==> config.mk <==
export PLATFORM = sky130hd
export DESIGN_NAME = lucas_sequence_mod_n_unit
export DESIGN_NICKNAME = d
export VERILOG_FILES = /design/src/hw/rtl/lsm_pkg.sv /design/src/hw/rtl/lsm_mulmod.sv /design/src/hw/rtl/lucas_sequence_mod_n_unit.sv
export SDC_FILE = /design/constraint.sdc
export NUM_CORES = 2
export LEC_CHECK = 0
export BUFFER_PORTS_ARGS = -buffer_cell sky130_fd_sc_hd__buf_2
export CAP_MARGIN = 20
export CORE_MARGIN = 4
export CORE_UTILIZATION = 31
export DETAILED_ROUTE_END_ITERATION = 10
export PLACE_DENSITY_LB_ADDON = 0.15
export RECOVER_POWER = 25
export SYNTH_ARGS = -nofsm -noshare
export SYNTH_HDL_FRONTEND = slang
export SYNTH_SLANG_ARGS = --single-unit
==> constraint.sdc <==
create_clock -name clk_i -period 23.4 [get_ports clk_i]
set_clock_uncertainty 0.05 [all_clocks]
set_input_delay 1.17 -clock clk_i [delete_from_list [all_inputs] [get_ports clk_i]]
set_output_delay 1.17 -clock clk_i [all_outputs]
set_load 0.05 [all_outputs]
==> src/hw/rtl/lsm_pkg.sv <==
package lsm_pkg;

  localparam int unsigned LSM_WIDTH = 64;

  typedef enum logic [3:0] {
    SRC_UH,
    SRC_VL,
    SRC_VH,
    SRC_QL,
    SRC_QH,
    SRC_T,
    SRC_P,
    SRC_Q,
    SRC_ONE
  } src_e;

  typedef enum logic [2:0] {
    SUB_NONE,
    SUB_T,
    SUB_QL,
    SUB_QL2,
    SUB_QH2
  } sub_e;

  typedef struct packed {
    src_e a;
    src_e b;
    src_e dst;
    sub_e sub;
  } uop_t;

endpackage

==> src/hw/rtl/lsm_mulmod.sv <==
module lsm_mulmod import lsm_pkg::*; #(
  parameter int unsigned WIDTH = LSM_WIDTH
) (
  input  logic             clk_i,
  input  logic             rst_ni,
  input  logic             start_i,
  input  logic [WIDTH-1:0] a_i,
  input  logic [WIDTH-1:0] b_i,
  input  logic [WIDTH-1:0] n_i,
  output logic             done_o,
  output logic [WIDTH-1:0] res_o
);

  localparam int unsigned CW = $clog2(WIDTH + 1);

  function automatic logic [WIDTH-1:0] add_mod(logic [WIDTH-1:0] x, logic [WIDTH-1:0] y,
                                               logic [WIDTH-1:0] n);
    logic [WIDTH-1:0] gap;
    gap = n - y;
    return (x >= gap) ? x - gap : x + y;
  endfunction

  logic             busy_q;
  logic             done_q;
  logic [CW-1:0]    cnt_q;
  logic [WIDTH-1:0] acc_q;
  logic [WIDTH-1:0] a_q;
  logic [WIDTH-1:0] b_q;
  logic [WIDTH-1:0] n_q;
  logic [WIDTH-1:0] dbl;
  logic [WIDTH-1:0] acc_d;

  assign dbl   = add_mod(acc_q, acc_q, n_q);
  assign acc_d = b_q[WIDTH-1] ? add_mod(dbl, a_q, n_q) : dbl;

  always_ff @(posedge clk_i or negedge rst_ni) begin
    if (!rst_ni) begin
      busy_q <= 1'b0;
      done_q <= 1'b0;
      cnt_q  <= '0;
    end else begin
      done_q <= 1'b0;
      if (start_i && !busy_q) begin
        busy_q <= 1'b1;
        cnt_q  <= CW'(WIDTH);
      end else if (busy_q) begin
        cnt_q <= cnt_q - 1'b1;
        if (cnt_q == CW'(1)) begin
          busy_q <= 1'b0;
          done_q <= 1'b1;
        end
      end
    end
  end

  always_ff @(posedge clk_i) begin
    if (start_i && !busy_q) begin
      acc_q <= '0;
      a_q   <= a_i;
      b_q   <= b_i;
      n_q   <= n_i;
    end else if (busy_q) begin
      acc_q <= acc_d;
      b_q   <= b_q << 1;
    end
  end

  assign done_o = done_q;
  assign res_o  = acc_q;

  a_no_restart: assert property (@(posedge clk_i) disable iff (!rst_ni)
    busy_q && cnt_q != CW'(1) |=> busy_q)
    else $error("multiplier stopped early");
  a_done_once: assert property (@(posedge clk_i) disable iff (!rst_ni)
    done_q |=> !done_q)
    else $error("done held");
  a_done_after_busy: assert property (@(posedge clk_i) disable iff (!rst_ni)
    done_q |-> $past(busy_q))
    else $error("done without work");

endmodule

==> src/hw/rtl/lucas_sequence_mod_n_unit.sv <==
// channel | valid     | stall      | payload
// in      | in_valid_i| in_stall_o | param_p_i, param_q_i, index_k_i, modulus_i
// out     | out_valid_o| out_stall_i| u_value_o, v_value_o, q_power_o, bad_modulus_o
// One item at a time; each modular multiply runs in the shared shift-and-add
// unit, plus an index scan that finds the top set bit of k. Zero modulus,
// modulus one or zero index skip straight to the done state. Reset clears
// control state only. A stalled result holds the sequencer in its last state;
// input stall is high whenever an item is in work.
module lucas_sequence_mod_n_unit import lsm_pkg::*; #(
  parameter int unsigned WIDTH = LSM_WIDTH
) (
  input  logic                    clk_i,
  input  logic                    rst_ni,
  input  logic                    in_valid_i,
  output logic                    in_stall_o,
  input  logic signed [WIDTH-1:0] param_p_i,
  input  logic signed [WIDTH-1:0] param_q_i,
  input  logic [WIDTH-1:0]        index_k_i,
  input  logic [WIDTH-1:0]        modulus_i,
  output logic                    out_valid_o,
  input  logic                    out_stall_i,
  output logic [WIDTH-1:0]        u_value_o,
  output logic [WIDTH-1:0]        v_value_o,
  output logic [WIDTH-1:0]        q_power_o,
  output logic                    bad_modulus_o
);

  localparam int unsigned JW = $clog2(WIDTH);

  typedef enum logic [7:0] {
    ST_IDLE   = 8'b0000_0001,
    ST_REDP   = 8'b0000_0010,
    ST_REDQ   = 8'b0000_0100,
    ST_SCAN   = 8'b0000_1000,
    ST_LADDER = 8'b0001_0000,
    ST_FINAL  = 8'b0010_0000,
    ST_TRAIL  = 8'b0100_0000,
    ST_DONE   = 8'b1000_0000
  } state_e;

  function automatic logic [WIDTH-1:0] add_mod(logic [WIDTH-1:0] x, logic [WIDTH-1:0] y,
                                               logic [WIDTH-1:0] n);
    logic [WIDTH-1:0] gap;
    gap = n - y;
    return (x >= gap) ? x - gap : x + y;
  endfunction

  function automatic logic [WIDTH-1:0] sub_mod(logic [WIDTH-1:0] x, logic [WIDTH-1:0] y,
                                               logic [WIDTH-1:0] n);
    return (x >= y) ? x - y : x + (n - y);
  endfunction

  function automatic uop_t get_uop(state_e st, logic [2:0] step, logic bit_v);
    uop_t u;
    u = '{a: SRC_ONE, b: SRC_P, dst: SRC_P, sub: SUB_NONE};
    unique case (st)
      ST_REDQ: u = '{a: SRC_ONE, b: SRC_Q, dst: SRC_Q, sub: SUB_NONE};
      ST_LADDER: begin
        unique case (step)
          3'd0: u = '{a: SRC_QL, b: SRC_QH, dst: SRC_QL, sub: SUB_NONE};
          3'd1: u = '{a: SRC_QL, b: SRC_P, dst: SRC_T, sub: SUB_NONE};
          3'd2: u = bit_v ? '{a: SRC_QL, b: SRC_Q, dst: SRC_QH, sub: SUB_NONE}
                          : '{a: SRC_QL, b: SRC_ONE, dst: SRC_QH, sub: SUB_NONE};
          3'd3: u = bit_v ? '{a: SRC_UH, b: SRC_VH, dst: SRC_UH, sub: SUB_NONE}
                          : '{a: SRC_UH, b: SRC_VL, dst: SRC_UH, sub: SUB_QL};
          3'd4: u = bit_v ? '{a: SRC_VL, b: SRC_VH, dst: SRC_VL, sub: SUB_T}
                          : '{a: SRC_VH, b: SRC_VL, dst: SRC_VH, sub: SUB_T};
          default: u = bit_v ? '{a: SRC_VH, b: SRC_VH, dst: SRC_VH, sub: SUB_QH2}
                             : '{a: SRC_VL, b: SRC_VL, dst: SRC_VL, sub: SUB_QL2};
        endcase
      end
      ST_FINAL: begin
        unique case (step)
          3'd0: u = '{a: SRC_QL, b: SRC_QH, dst: SRC_QL, sub: SUB_NONE};
          3'd1: u = '{a: SRC_QL, b: SRC_Q, dst: SRC_QH, sub: SUB_NONE};
          3'd2: u = '{a: SRC_UH, b: SRC_VL, dst: SRC_UH, sub: SUB_QL};
          3'd3: u = '{a: SRC_QL, b: SRC_P, dst: SRC_T, sub: SUB_NONE};
          3'd4: u = '{a: SRC_VL, b: SRC_VH, dst: SRC_VL, sub: SUB_T};
          default: u = '{a: SRC_QL, b: SRC_QH, dst: SRC_QL, sub: SUB_NONE};
        endcase
      end
      ST_TRAIL: begin
        unique case (step)
          3'd0: u = '{a: SRC_UH, b: SRC_VL, dst: SRC_UH, sub: SUB_NONE};
          3'd1: u = '{a: SRC_VL, b: SRC_VL, dst: SRC_VL, sub: SUB_QL2};
          default: u = '{a: SRC_QL, b: SRC_QL, dst: SRC_QL, sub: SUB_NONE};
        endcase
      end
      default: u = '{a: SRC_ONE, b: SRC_P, dst: SRC_P, sub: SUB_NONE};
    endcase
    return u;
  endfunction

  state_e           state_q;
  logic             wait_q;
  logic [2:0]       step_q;
  logic [JW-1:0]    j_q;
  logic [WIDTH-1:0] kr_q;
  logic             p_neg_q, q_neg_q, bad_q;
  logic [WIDTH-1:0] n_q, uh_q, vl_q, vh_q, ql_q, qh_q, t_q, p_q, q_q;
  logic             out_valid_q, out_bad_q;
  logic [WIDTH-1:0] out_u_q, out_v_q, out_q_q;

  uop_t             uop;
  logic             mul_start, mul_done;
  logic [WIDTH-1:0] op_a, op_b, mul_res, sub_term, wb_val;
  logic             compute, last_step, neg_fix;
  logic [WIDTH-1:0] p_in, q_in;

  assign p_in = param_p_i;
  assign q_in = param_q_i;

  assign compute = (state_q == ST_REDP) || (state_q == ST_REDQ) || (state_q == ST_LADDER)
                || (state_q == ST_FINAL) || (state_q == ST_TRAIL);
  assign uop = get_uop(state_q, step_q, kr_q[WIDTH-1]);

  function automatic logic [WIDTH-1:0] pick(src_e s, logic [WIDTH-1:0] uh, logic [WIDTH-1:0] vl,
      logic [WIDTH-1:0] vh, logic [WIDTH-1:0] ql, logic [WIDTH-1:0] qh, logic [WIDTH-1:0] t,
      logic [WIDTH-1:0] p, logic [WIDTH-1:0] q);
    logic [WIDTH-1:0] r;
    unique case (s)
      SRC_UH:  r = uh;
      SRC_VL:  r = vl;
      SRC_VH:  r = vh;
      SRC_QL:  r = ql;
      SRC_QH:  r = qh;
      SRC_T:   r = t;
      SRC_P:   r = p;
      SRC_Q:   r = q;
      default: r = WIDTH'(1);
    endcase
    return r;
  endfunction

  assign op_a = pick(uop.a, uh_q, vl_q, vh_q, ql_q, qh_q, t_q, p_q, q_q);
  assign op_b = pick(uop.b, uh_q, vl_q, vh_q, ql_q, qh_q, t_q, p_q, q_q);

  always_comb begin
    unique case (uop.sub)
      SUB_T:   sub_term = t_q;
      SUB_QL:  sub_term = ql_q;
      SUB_QL2: sub_term = add_mod(ql_q, ql_q, n_q);
      SUB_QH2: sub_term = add_mod(qh_q, qh_q, n_q);
      default: sub_term = '0;
    endcase
  end

  assign neg_fix = ((state_q == ST_REDP) && p_neg_q) || ((state_q == ST_REDQ) && q_neg_q);
  assign wb_val  = neg_fix ? sub_mod('0, mul_res, n_q) : sub_mod(mul_res, sub_term, n_q);
  assign mul_start = compute && !wait_q;

  always_comb begin
    unique case (state_q)
      ST_LADDER, ST_FINAL: last_step = (step_q == 3'd5);
      ST_TRAIL:            last_step = (step_q == 3'd2);
      default:             last_step = 1'b1;
    endcase
  end

  lsm_mulmod #(.WIDTH(WIDTH)) u_mulmod (
    .clk_i   (clk_i),
    .rst_ni  (rst_ni),
    .start_i (mul_start),
    .a_i     (op_a),
    .b_i     (op_b),
    .n_i     (n_q),
    .done_o  (mul_done),
    .res_o   (mul_res)
  );

  always_ff @(posedge clk_i or negedge rst_ni) begin
    if (!rst_ni) begin
      state_q     <= ST_IDLE;
      wait_q      <= 1'b0;
      step_q      <= '0;
      j_q         <= '0;
      out_valid_q <= 1'b0;
    end else begin
      if (state_q == ST_DONE && (!out_valid_q || !out_stall_i)) begin
        out_valid_q <= 1'b1;
      end else if (out_valid_q && !out_stall_i) begin
        out_valid_q <= 1'b0;
      end
      unique case (state_q)
        ST_IDLE: begin
          if (in_valid_i) begin
            step_q <= '0;
            wait_q <= 1'b0;
            j_q    <= JW'(WIDTH - 1);
            if (modulus_i == '0 || modulus_i == WIDTH'(1) || index_k_i == '0) begin
              state_q <= ST_DONE;
            end else begin
              state_q <= ST_REDP;
            end
          end
        end
        ST_SCAN: begin
          if (kr_q[WIDTH-1]) begin
            state_q <= (kr_q[WIDTH-2:0] != '0) ? ST_LADDER : ST_FINAL;
          end else begin
            j_q <= j_q - 1'b1;
          end
        end
        ST_DONE: begin
          if (!out_valid_q || !out_stall_i) begin
            state_q <= ST_IDLE;
          end
        end
        default: begin
          if (mul_start) begin
            wait_q <= 1'b1;
          end else if (mul_done) begin
            wait_q <= 1'b0;
            step_q <= last_step ? 3'd0 : step_q + 3'd1;
            if (last_step) begin
              priority case (state_q)
                ST_REDP: state_q <= ST_REDQ;
                ST_REDQ: state_q <= ST_SCAN;
                ST_LADDER: begin
                  j_q <= j_q - 1'b1;
                  if (kr_q[WIDTH-3:0] == '0) begin
                    state_q <= ST_FINAL;
                  end
                end
                ST_FINAL: state_q <= (j_q != '0) ? ST_TRAIL : ST_DONE;
                default: begin
                  j_q <= j_q - 1'b1;
                  if (j_q == JW'(1)) begin
                    state_q <= ST_DONE;
                  end
                end
              endcase
            end
          end
        end
      endcase
    end
  end

  always_ff @(posedge clk_i) begin
    if (state_q == ST_IDLE && in_valid_i) begin
      n_q     <= modulus_i;
      kr_q    <= index_k_i;
      p_neg_q <= p_in[WIDTH-1];
      q_neg_q <= q_in[WIDTH-1];
      p_q     <= p_in[WIDTH-1] ? -p_in : p_in;
      q_q     <= q_in[WIDTH-1] ? -q_in : q_in;
      bad_q   <= (modulus_i == '0);
      uh_q    <= (modulus_i == '0 || modulus_i == WIDTH'(1) || index_k_i == '0)
                 ? '0 : WIDTH'(1);
      vl_q    <= (modulus_i == '0 || modulus_i == WIDTH'(1) || modulus_i == WIDTH'(2))
                 ? '0 : WIDTH'(2);
      ql_q    <= (modulus_i == '0 || modulus_i == WIDTH'(1)) ? '0 : WIDTH'(1);
      qh_q    <= WIDTH'(1);
    end else if (state_q == ST_SCAN && !kr_q[WIDTH-1]) begin
      kr_q <= kr_q << 1;
    end else if (compute && mul_done && !mul_start) begin
      unique case (uop.dst)
        SRC_UH:  uh_q <= wb_val;
        SRC_VL:  vl_q <= wb_val;
        SRC_VH:  vh_q <= wb_val;
        SRC_QL:  ql_q <= wb_val;
        SRC_QH:  qh_q <= wb_val;
        SRC_T:   t_q  <= wb_val;
        SRC_P: begin
          p_q  <= wb_val;
          vh_q <= wb_val;
        end
        default: q_q <= wb_val;
      endcase
      if (state_q == ST_LADDER && last_step) begin
        kr_q <= kr_q << 1;
      end
    end
    if (state_q == ST_DONE && (!out_valid_q || !out_stall_i)) begin
      out_u_q   <= uh_q;
      out_v_q   <= vl_q;
      out_q_q   <= ql_q;
      out_bad_q <= bad_q;
    end
  end

  assign in_stall_o    = (state_q != ST_IDLE);
  assign out_valid_o   = out_valid_q;
  assign u_value_o     = out_u_q;
  assign v_value_o     = out_v_q;
  assign q_power_o     = out_q_q;
  assign bad_modulus_o = out_bad_q;

  a_start_in_compute: assert property (@(posedge clk_i) disable iff (!rst_ni)
    mul_start |-> compute)
    else $error("multiply issued outside a compute state");
  a_done_waited: assert property (@(posedge clk_i) disable iff (!rst_ni)
    mul_done |-> wait_q)
    else $error("multiply result with nothing pending");
  a_trail_count: assert property (@(posedge clk_i) disable iff (!rst_ni)
    state_q == ST_TRAIL |-> j_q != '0)
    else $error("trailing pass with no zero bits left");
  a_bad_zero: assert property (@(posedge clk_i) disable iff (!rst_ni)
    out_valid_o && bad_modulus_o |-> u_value_o == '0 && v_value_o == '0 && q_power_o == '0)
    else $error("error result carries data");

endmodule

* After elaboration in Yosys (flattened, before gate mapping) *
Cells that the tools add are included.

operators by class
  add/subtract/negate cells = 22
  magnitude comparators = 6
  eq/ne operators = 53
  multiplexer cells = 90
  bitwise logic cells = 4
  reduce and logical (&&, ||, !) cells = 69

operators with widths
  kind                   count
  $mux 64                36
  $pmux 64 s8            2
  $sub 64x64->64         11
  $add 64x64->64         5
  $ge 64x64->1           5
  $pmux 64 s4            1
  $logic_not 64->1       2
  $neg 64->64            2
  $mux 8                 10
  $pmux 13 s5            1
  $eq 64x1->1 const B    1
  $eq 64x2->1 const B    1
  $ge 1x64->1 const A    1
  $sub 1x64->64 const A  1
  $reduce_bool 63->1     1
  $logic_not 62->1       1
  $pmux 15 s4            1
  $pmux 13 s4            1
  $eq 4x3->1 const B     11
  $mux 6                 7
  $pmux 8 s4             1
  $mux 13                2
  $pmux 13 s2            1
  $eq 4x2->1 const B     6
  other kinds (52)       133

storage, ports and cells
  flip-flop bits (word level) = 1,120
  output and inout bits = 195
  logic and storage cells = 273

* Longest topological paths before layout *
  word-level depth = 13
  depth in mapped cells = 47
  gate-level depth less buffers = 45

* Cells and area by module *
A second synthesis with hierarchy kept.

second synthesis, totals
  cell total of the unflattened synthesis = 11,837
  area total of the unflattened synthesis = 99,080.0 um2

by module, submodules not included
  module                     instances  cells each  area an instance (um2)  sequential area each (um2)
  lucas_sequence_mod_n_unit  1          8,188       70,228.6                24,940.2
  lsm_mulmod                 1          3,649       28,851.4                7,272.0

* Least setup slack after synthesis *
Ideal clock, no wire load.

  kind = register to register
  start point = reg state_q[2]
  end point = reg out_bad_q (netlist: bad_modulus_o) (enable)
  arrival = 10.418 ns
  data required time = 22.539 ns
  path slack = 12.122 ns
  cell stages (with the launch flop) = 4
  period minus slack after synthesis = 11.278 ns
  cell sequence = dfrtp_1 nor4_1 nand4b_1 a21oi_1

on the way
  longest elaborated chain between the ends = 2

ends and longest elaborated chain
  what                      line                              RTL
  start: declaration        lucas_sequence_mod_n_unit.sv:94   state_e state_q;
  start signal: assignment  lucas_sequence_mod_n_unit.sv:199  state_q <= (kr_q[WIDTH-2:0] != '0) ? ST_LADDER : ST_FINAL;
  start signal: assignment  lucas_sequence_mod_n_unit.sv:225  ST_FINAL: state_q <= (j_q != '0) ? ST_TRAIL : ST_DONE;
  $eq 8x8->1                lucas_sequence_mod_n_unit.sv:275  if (state_q == ST_DONE && (!out_valid_q || !out_stall_i)) begin
  $logic_and 1x1->1         lucas_sequence_mod_n_unit.sv:275
  end signal: assignment    lucas_sequence_mod_n_unit.sv:279  out_bad_q <= bad_q;
  end: declaration          lucas_sequence_mod_n_unit.sv:101  logic out_valid_q, out_bad_q;

Every way passes these cells.
A chain may end at the register's enable or synchronous reset.

* Final worst setup path *
  start point = reg ql_q[0]
  end point = reg q_q[8], data pin

on the way
  longest elaborated chain between the ends = 12
  elaborated cells on any way between the ends = 16
  classes of those cells = add/sub: 6; order compare: 2; mux: 8

ends and longest elaborated chain
  what                                                   line                              RTL
  start: declaration                                     lucas_sequence_mod_n_unit.sv:100  logic [WIDTH-1:0] n_q, uh_q, vl_q, vh_q, ql_q, qh_q, t_q, p_q, q_q;
  start signal: assignment                               lucas_sequence_mod_n_unit.sv:253  ql_q <= (modulus_i == '0 || modulus_i == WIDTH'(1)) ? '0 : WIDTH'(1);
  start signal: assignment                               lucas_sequence_mod_n_unit.sv:262  SRC_QL: ql_q <= wb_val;
  $sub 64x64->64                                         lucas_sequence_mod_n_unit.sv:44   gap = n - y;
  $sub 64x64->64 / $ge 64x64->1 (equally long branches)  lucas_sequence_mod_n_unit.sv:45   return (x >= gap) ? x - gap : x + y;
  $mux 64                                                lucas_sequence_mod_n_unit.sv:45
  $pmux 64 s4 *                                          lucas_sequence_mod_n_unit.sv:139  unique case (uop.sub)
  $sub 64x64->64                                         lucas_sequence_mod_n_unit.sv:50   return (x >= y) ? x - y : x + (n - y);
  $add 64x64->64                                         lucas_sequence_mod_n_unit.sv:50
  $mux 64 *                                              lucas_sequence_mod_n_unit.sv:50
  $mux 64 *                                              lucas_sequence_mod_n_unit.sv:149  assign wb_val = neg_fix ? sub_mod('0, mul_res, n_q) : sub_mod(mul_res, sub_term, n_q);
  $mux 64 *                                              lucas_sequence_mod_n_unit.sv:258  unique case (uop.dst)
  $mux 64 *                                              lucas_sequence_mod_n_unit.sv:257  end else if (compute && mul_done && !mul_start) begin
  $mux 64 *                                              lucas_sequence_mod_n_unit.sv:255  end else if (state_q == ST_SCAN && !kr_q[WIDTH-1]) begin
  $mux 64 *                                              lucas_sequence_mod_n_unit.sv:241  if (state_q == ST_IDLE && in_valid_i) begin
  end signal: assignment                                 lucas_sequence_mod_n_unit.sv:247  q_q <= q_in[WIDTH-1] ? -q_in : q_in;
  end signal: assignment                                 lucas_sequence_mod_n_unit.sv:269  default: q_q <= wb_val;
  end: declaration                                       lucas_sequence_mod_n_unit.sv:100

Every way passes the cells marked *; elsewhere a longest branch is shown, timed or not. The select of a mux whose other input is x is not followed.

==> results.txt <==
- The share of the Yosys chip area taken by registers is 0.326.
* Async S/R FF share, synth: 0.0250
* Total setup violations reported at the end of the flow: 0
* Global-route wire length before repair: 732 mm
- Setup slack closes at 7170 ps.
- After the last flow step, the layout net total stands at 13100.
- Dividing the final minimum period by the clock period gives 0.693.
- Port Buf Inserts: 454
* Syn_area_per_cell: 8.46 um2
* Initial antenna violation count: 63
* Area of the die: 328000 um2
- Routed vias: approximately 98000
- STA classifies the critical path startpoint as a register.
- In this run the number of H-tree levels came out at 4.
- Violated checks: max-capacitance violations, max-slew violations
- Number of remaining DRC errors: 0
- Number of global-route vias before repair: between 90000 and 100k
- The critical path is of the register to register type.
* Worst slew margin: -1.57
* Count of cell types in the netlist: between 90 and 100
* Transition time at the pin with the least slew margin: 3850 ps
* Post-CTS setup buffer count: 0
* Critical path arrival: 16750 ps
- Count of clock tree sinks: about 1100
- The slowest stage of the critical path belongs to the cell sky130_fd_sc_hd__a221oi_1.
- Largest net degree at the start of global routing: 151
- The clock reaches the later pin of the worst-skew pair after between 800 and 900 ps.
- Effective utilization at floorplan: 0.311
- Data on the critical path is required at its endpoint by 23930 ps.
- Leading register cell type out of synthesis: sky130_fd_sc_hd__edfxtp_1
* CTS buffer count: 148
- During synthesis, Yosys emitted a total of 0 warnings.
- For this run, the slowest stage of the critical path takes 800 ps.
- Summed over all cells, the static leakage comes to 44.2 nW.
- Worst vdd ir: ~60 uV
* MaxCap Viol Count: 5
- Worst slack at placement: 7410 ps
- Run status: finished with violations
- Final count of pins violating max slew: 223
- Number of rows created at floorplan: around 210
- Io pins: 455
* Number of hold violations in the final report: 0
- After clock tree synthesis, the clock-pin slew on the worst setup and hold paths is 60 ps.
- Buffer levels on the longest clock path: 4
* Syn Nets: 12800
- P&R area growth vs syn: 12.6%
- After the first detailed-routing iteration, the DRC count stood at 12900.
* Final RePlAce weighted congestion: 1.02
* Critical path's top delay family: compound AO/OA/AOI/OAI gates
- Post-detailed-route count of antenna-violating nets: 0
* Setup TNS: 0 ps
- Number of enable flip-flop cells after synthesis: 964
- The worst path needs 16230 ps of the cycle, external delays included.
- The core region is 318000 um2.
- Die extent in y: about 570 um
* Placed wire-length estimate after detailed placement: about 430 mm
- For this design the ratio of total power to cell area is 41.5 nW/um2.
- For this run, the top clock speed supported by timing is 61.6 MHz.
- # resized after CTS: 0
- CTS root buffer: sky130_fd_sc_hd__clkbuf_16
* Clock tree from TritonCTS: yes
- First-pass DRT Iterations: 10
- After global routing the overflow that remains totals 0.
* Width of the die: 573 um
- In the global route stage, overall resource usage came out at 0.312.
* Number of instances in the synthesized netlist: 11700
- Detailed-route vias per instance: 6.02
* Setup repair after global routing missed its margin: no
- The mapped netlist covers 98900 um2.
* Total of hold buffers inserted after clock tree synthesis: 0
- Average wire length per cell after detail routing: approximately 33 um
* Synthesized flop and latch total: 1120
* Worst min path class: register to register
- In the final layout, the share of cells above drive strength 1 is 0.0690.
- After detailed routing, the total wire length is about 540 mm.
- Of all nets on the critical path, the largest fanout is 95.
- The critical path contains buffers and inverters numbering 11 combined.
* Setup crit end kind: register
## stage by stage
stage / utilization / cells / hold slack [ps] / instance area (um2) / total power [mW]
after floorplan: - / 11700 / 350 / 98900 / 2.21
after global placement: 0.335 / 16000 / 370 / 106000 / 2.27
after detailed placement: 0.336 / 16000 / 355 / 107000 / 2.27
after CTS: 0.351 / 16300 / 273 / 112000 / 4.66
after global routing: 0.350 / 16300 / 387 / 111000 / 4.74
final: 0.350 / 16300 / 373 / 111000 / 4.62
## logic make-up after synthesis
kind of cell	after synthesis	share of synthesized area
AO/OA/AOI/OAI	3981	0.257
AND/OR/NAND/NOR	3414	0.161
buffers and inverters	1296	0.0494
flip-flops	1120	0.326
adder cells (fa/ha/maj)	848	0.113
XOR/XNOR	819	0.0726
multiplexers	207	0.0212
## sequential cells by signal, indices dropped and copies added (netlist names), 7 cells and up
name	count
t_q	64
vh_q	64
u_mulmod.b_q	64
u_mulmod.cnt_q	7
n_q	64
state_q	8
p_q	64
kr_q	64
ql_q	64
qh_q	64
u_mulmod.res_o	64
v_value_o	64
q_q	64
u_value_o	64
u_mulmod.n_q	64
q_power_o	64
uh_q	64
u_mulmod.a_q	64
vl_q	64
## worst reg2reg max path, delay by kind of cell, from the launching register on
| family | cells | cell delay, ps |
|---|---|---|
| XOR/XNOR | 1 | 90 |
| flip-flops | 1 | 730 |
| adder cells (fa/ha/maj) | 5 | 1830 |
| AND/OR/NAND/NOR | 8 | 2950 |
| AO/OA/AOI/OAI | 22 | 7170 |
| buffers and inverters | 11 | 3120 |
## per-layer routing
| metal | part of all wire | global-route usage | vias up |
|---|---|---|---|
| li1 | - | - | 43900 |
| met1 | 0.46 | 0.453 | 48800 |
| met2 | 0.41 | 0.457 | 5094 |
| met3 | 0.092 | 0.0624 | 647 |
| met4 | 0.041 | 0.108 | 18 |
| met5 | 0.00022 | 0 | - |
## cell type report
class / instances / area (um2)
clock inverter: 88 / 935
inverter: 752 / 2830
clock buffer: 181 / 3940
antenna: 42 / 105
tap: 4180 / 5230
timing repair buffer: 708 / 3830
sequential: 1120 / 32200
fill: 32900 / 207000
multi-input combinational: 9269 / 62200
## cells in the mapped netlist (26+ instances only)
cell | count | area share
sky130_fd_sc_hd__o21ai_0 | 707 | 0.036
sky130_fd_sc_hd__o211ai_1 | 157 | 0.012
sky130_fd_sc_hd__dfrtp_1 | 27 | 0.0068
sky130_fd_sc_hd__or3_1 | 75 | 0.0047
sky130_fd_sc_hd__edfxtp_1 | 964 | 0.29
sky130_fd_sc_hd__and2_1 | 82 | 0.0052
sky130_fd_sc_hd__nor4_1 | 109 | 0.0069
sky130_fd_sc_hd__o22ai_1 | 105 | 0.0066
sky130_fd_sc_hd__nand4_1 | 179 | 0.011
sky130_fd_sc_hd__inv_1 | 746 | 0.028
sky130_fd_sc_hd__o41ai_1 | 42 | 0.0037
sky130_fd_sc_hd__nand3_1 | 250 | 0.013
sky130_fd_sc_hd__a222oi_1 | 37 | 0.0037
sky130_fd_sc_hd__a21boi_0 | 39 | 0.0030
sky130_fd_sc_hd__nand2_1 | 1245 | 0.047
sky130_fd_sc_hd__a211o_1 | 26 | 0.0023
sky130_fd_sc_hd__a311oi_1 | 26 | 0.0023
sky130_fd_sc_hd__and3_1 | 110 | 0.0070
sky130_fd_sc_hd__ha_1 | 774 | 0.098
sky130_fd_sc_hd__o21bai_1 | 153 | 0.012
sky130_fd_sc_hd__a221oi_1 | 68 | 0.0060
sky130_fd_sc_hd__a22o_1 | 47 | 0.0042
sky130_fd_sc_hd__a211oi_1 | 131 | 0.0099
sky130_fd_sc_hd__xor2_1 | 344 | 0.030
sky130_fd_sc_hd__clkbuf_1 | 479 | 0.018
sky130_fd_sc_hd__xnor2_1 | 475 | 0.042
sky130_fd_sc_hd__a22oi_1 | 31 | 0.0024
sky130_fd_sc_hd__o21a_1 | 140 | 0.011
sky130_fd_sc_hd__nor2_1 | 841 | 0.032
sky130_fd_sc_hd__dfxtp_1 | 128 | 0.026
sky130_fd_sc_hd__buf_1 | 50 | 0.0019
sky130_fd_sc_hd__o31ai_1 | 99 | 0.0075
sky130_fd_sc_hd__or2_2 | 41 | 0.0026
sky130_fd_sc_hd__a21o_1 | 490 | 0.037
sky130_fd_sc_hd__a21oi_1 | 1287 | 0.065
sky130_fd_sc_hd__nand2b_1 | 106 | 0.0067
sky130_fd_sc_hd__nor3_1 | 164 | 0.0083
sky130_fd_sc_hd__fa_1 | 74 | 0.015
sky130_fd_sc_hd__nor2b_1 | 92 | 0.0058
sky130_fd_sc_hd__mux2i_1 | 190 | 0.019
sky130_fd_sc_hd__a31oi_1 | 151 | 0.0096
## cells in the final DEF (no fill, tap or decap), drive strengths merged, types with 31 or more instances in the layout
cell type,synthesis,routed
o41ai,42,42
dfxtp,128,128
nand3,250,250
o21a,140,140
a22o,47,47
ha,774,774
xnor2,475,475
nor2,841,841
a21oi,1287,1287
a22oi,31,31
mux2i,190,190
a21o,490,490
a31oi,151,151
a211oi,131,131
or3,76,76
nand2,1245,1245
nor3,164,164
diode,0,42
nor4,111,111
edfxtp,964,964
o211ai,157,157
fa,74,74
o21bai,153,153
and2,82,82
nor2b,93,93
a221oi,68,68
o21ai,710,710
a21boi,39,39
clkinv,4,64
nand4,180,180
nand2b,106,106
inv,748,755
o31ai,101,101
clkbuf,479,471
a222oi,37,37
xor2,344,344
o22ai,105,105
or2,43,43
buf,65,417
and3,110,110
## power breakdown
part	switching, mW	internal [mW]
Sequential	0.00000000000000000652	2.14
Clock	1.02	1.36
Combinational	0.0607	0.0331
## final timing paths
kind / from / endpoint / slack [ps] / depth (start not counted)
max in group asynchronous: rst_ni / u_mulmod.cnt_q[6]$_DFFE_PN0P_ / 21570 / 1
min in group asynchronous: rst_ni / u_mulmod.cnt_q[0]$_DFFE_PN0P_ / 710 / 1
max reg2reg: ql_q[0]$_DFFE_PP_ / q_q[8]$_DFFE_PP_ / 7170 / 47
max: ql_q[0]$_DFFE_PP_ / q_q[8]$_DFFE_PP_ / 7170 / 47
min reg2reg: bad_q$_DFFE_PP_ / bad_modulus_o$_DFFE_PP_ / 370 / 0
min: bad_q$_DFFE_PP_ / bad_modulus_o$_DFFE_PP_ / 370 / 0
Note: power is estimated with default switching activity, not from simulation.
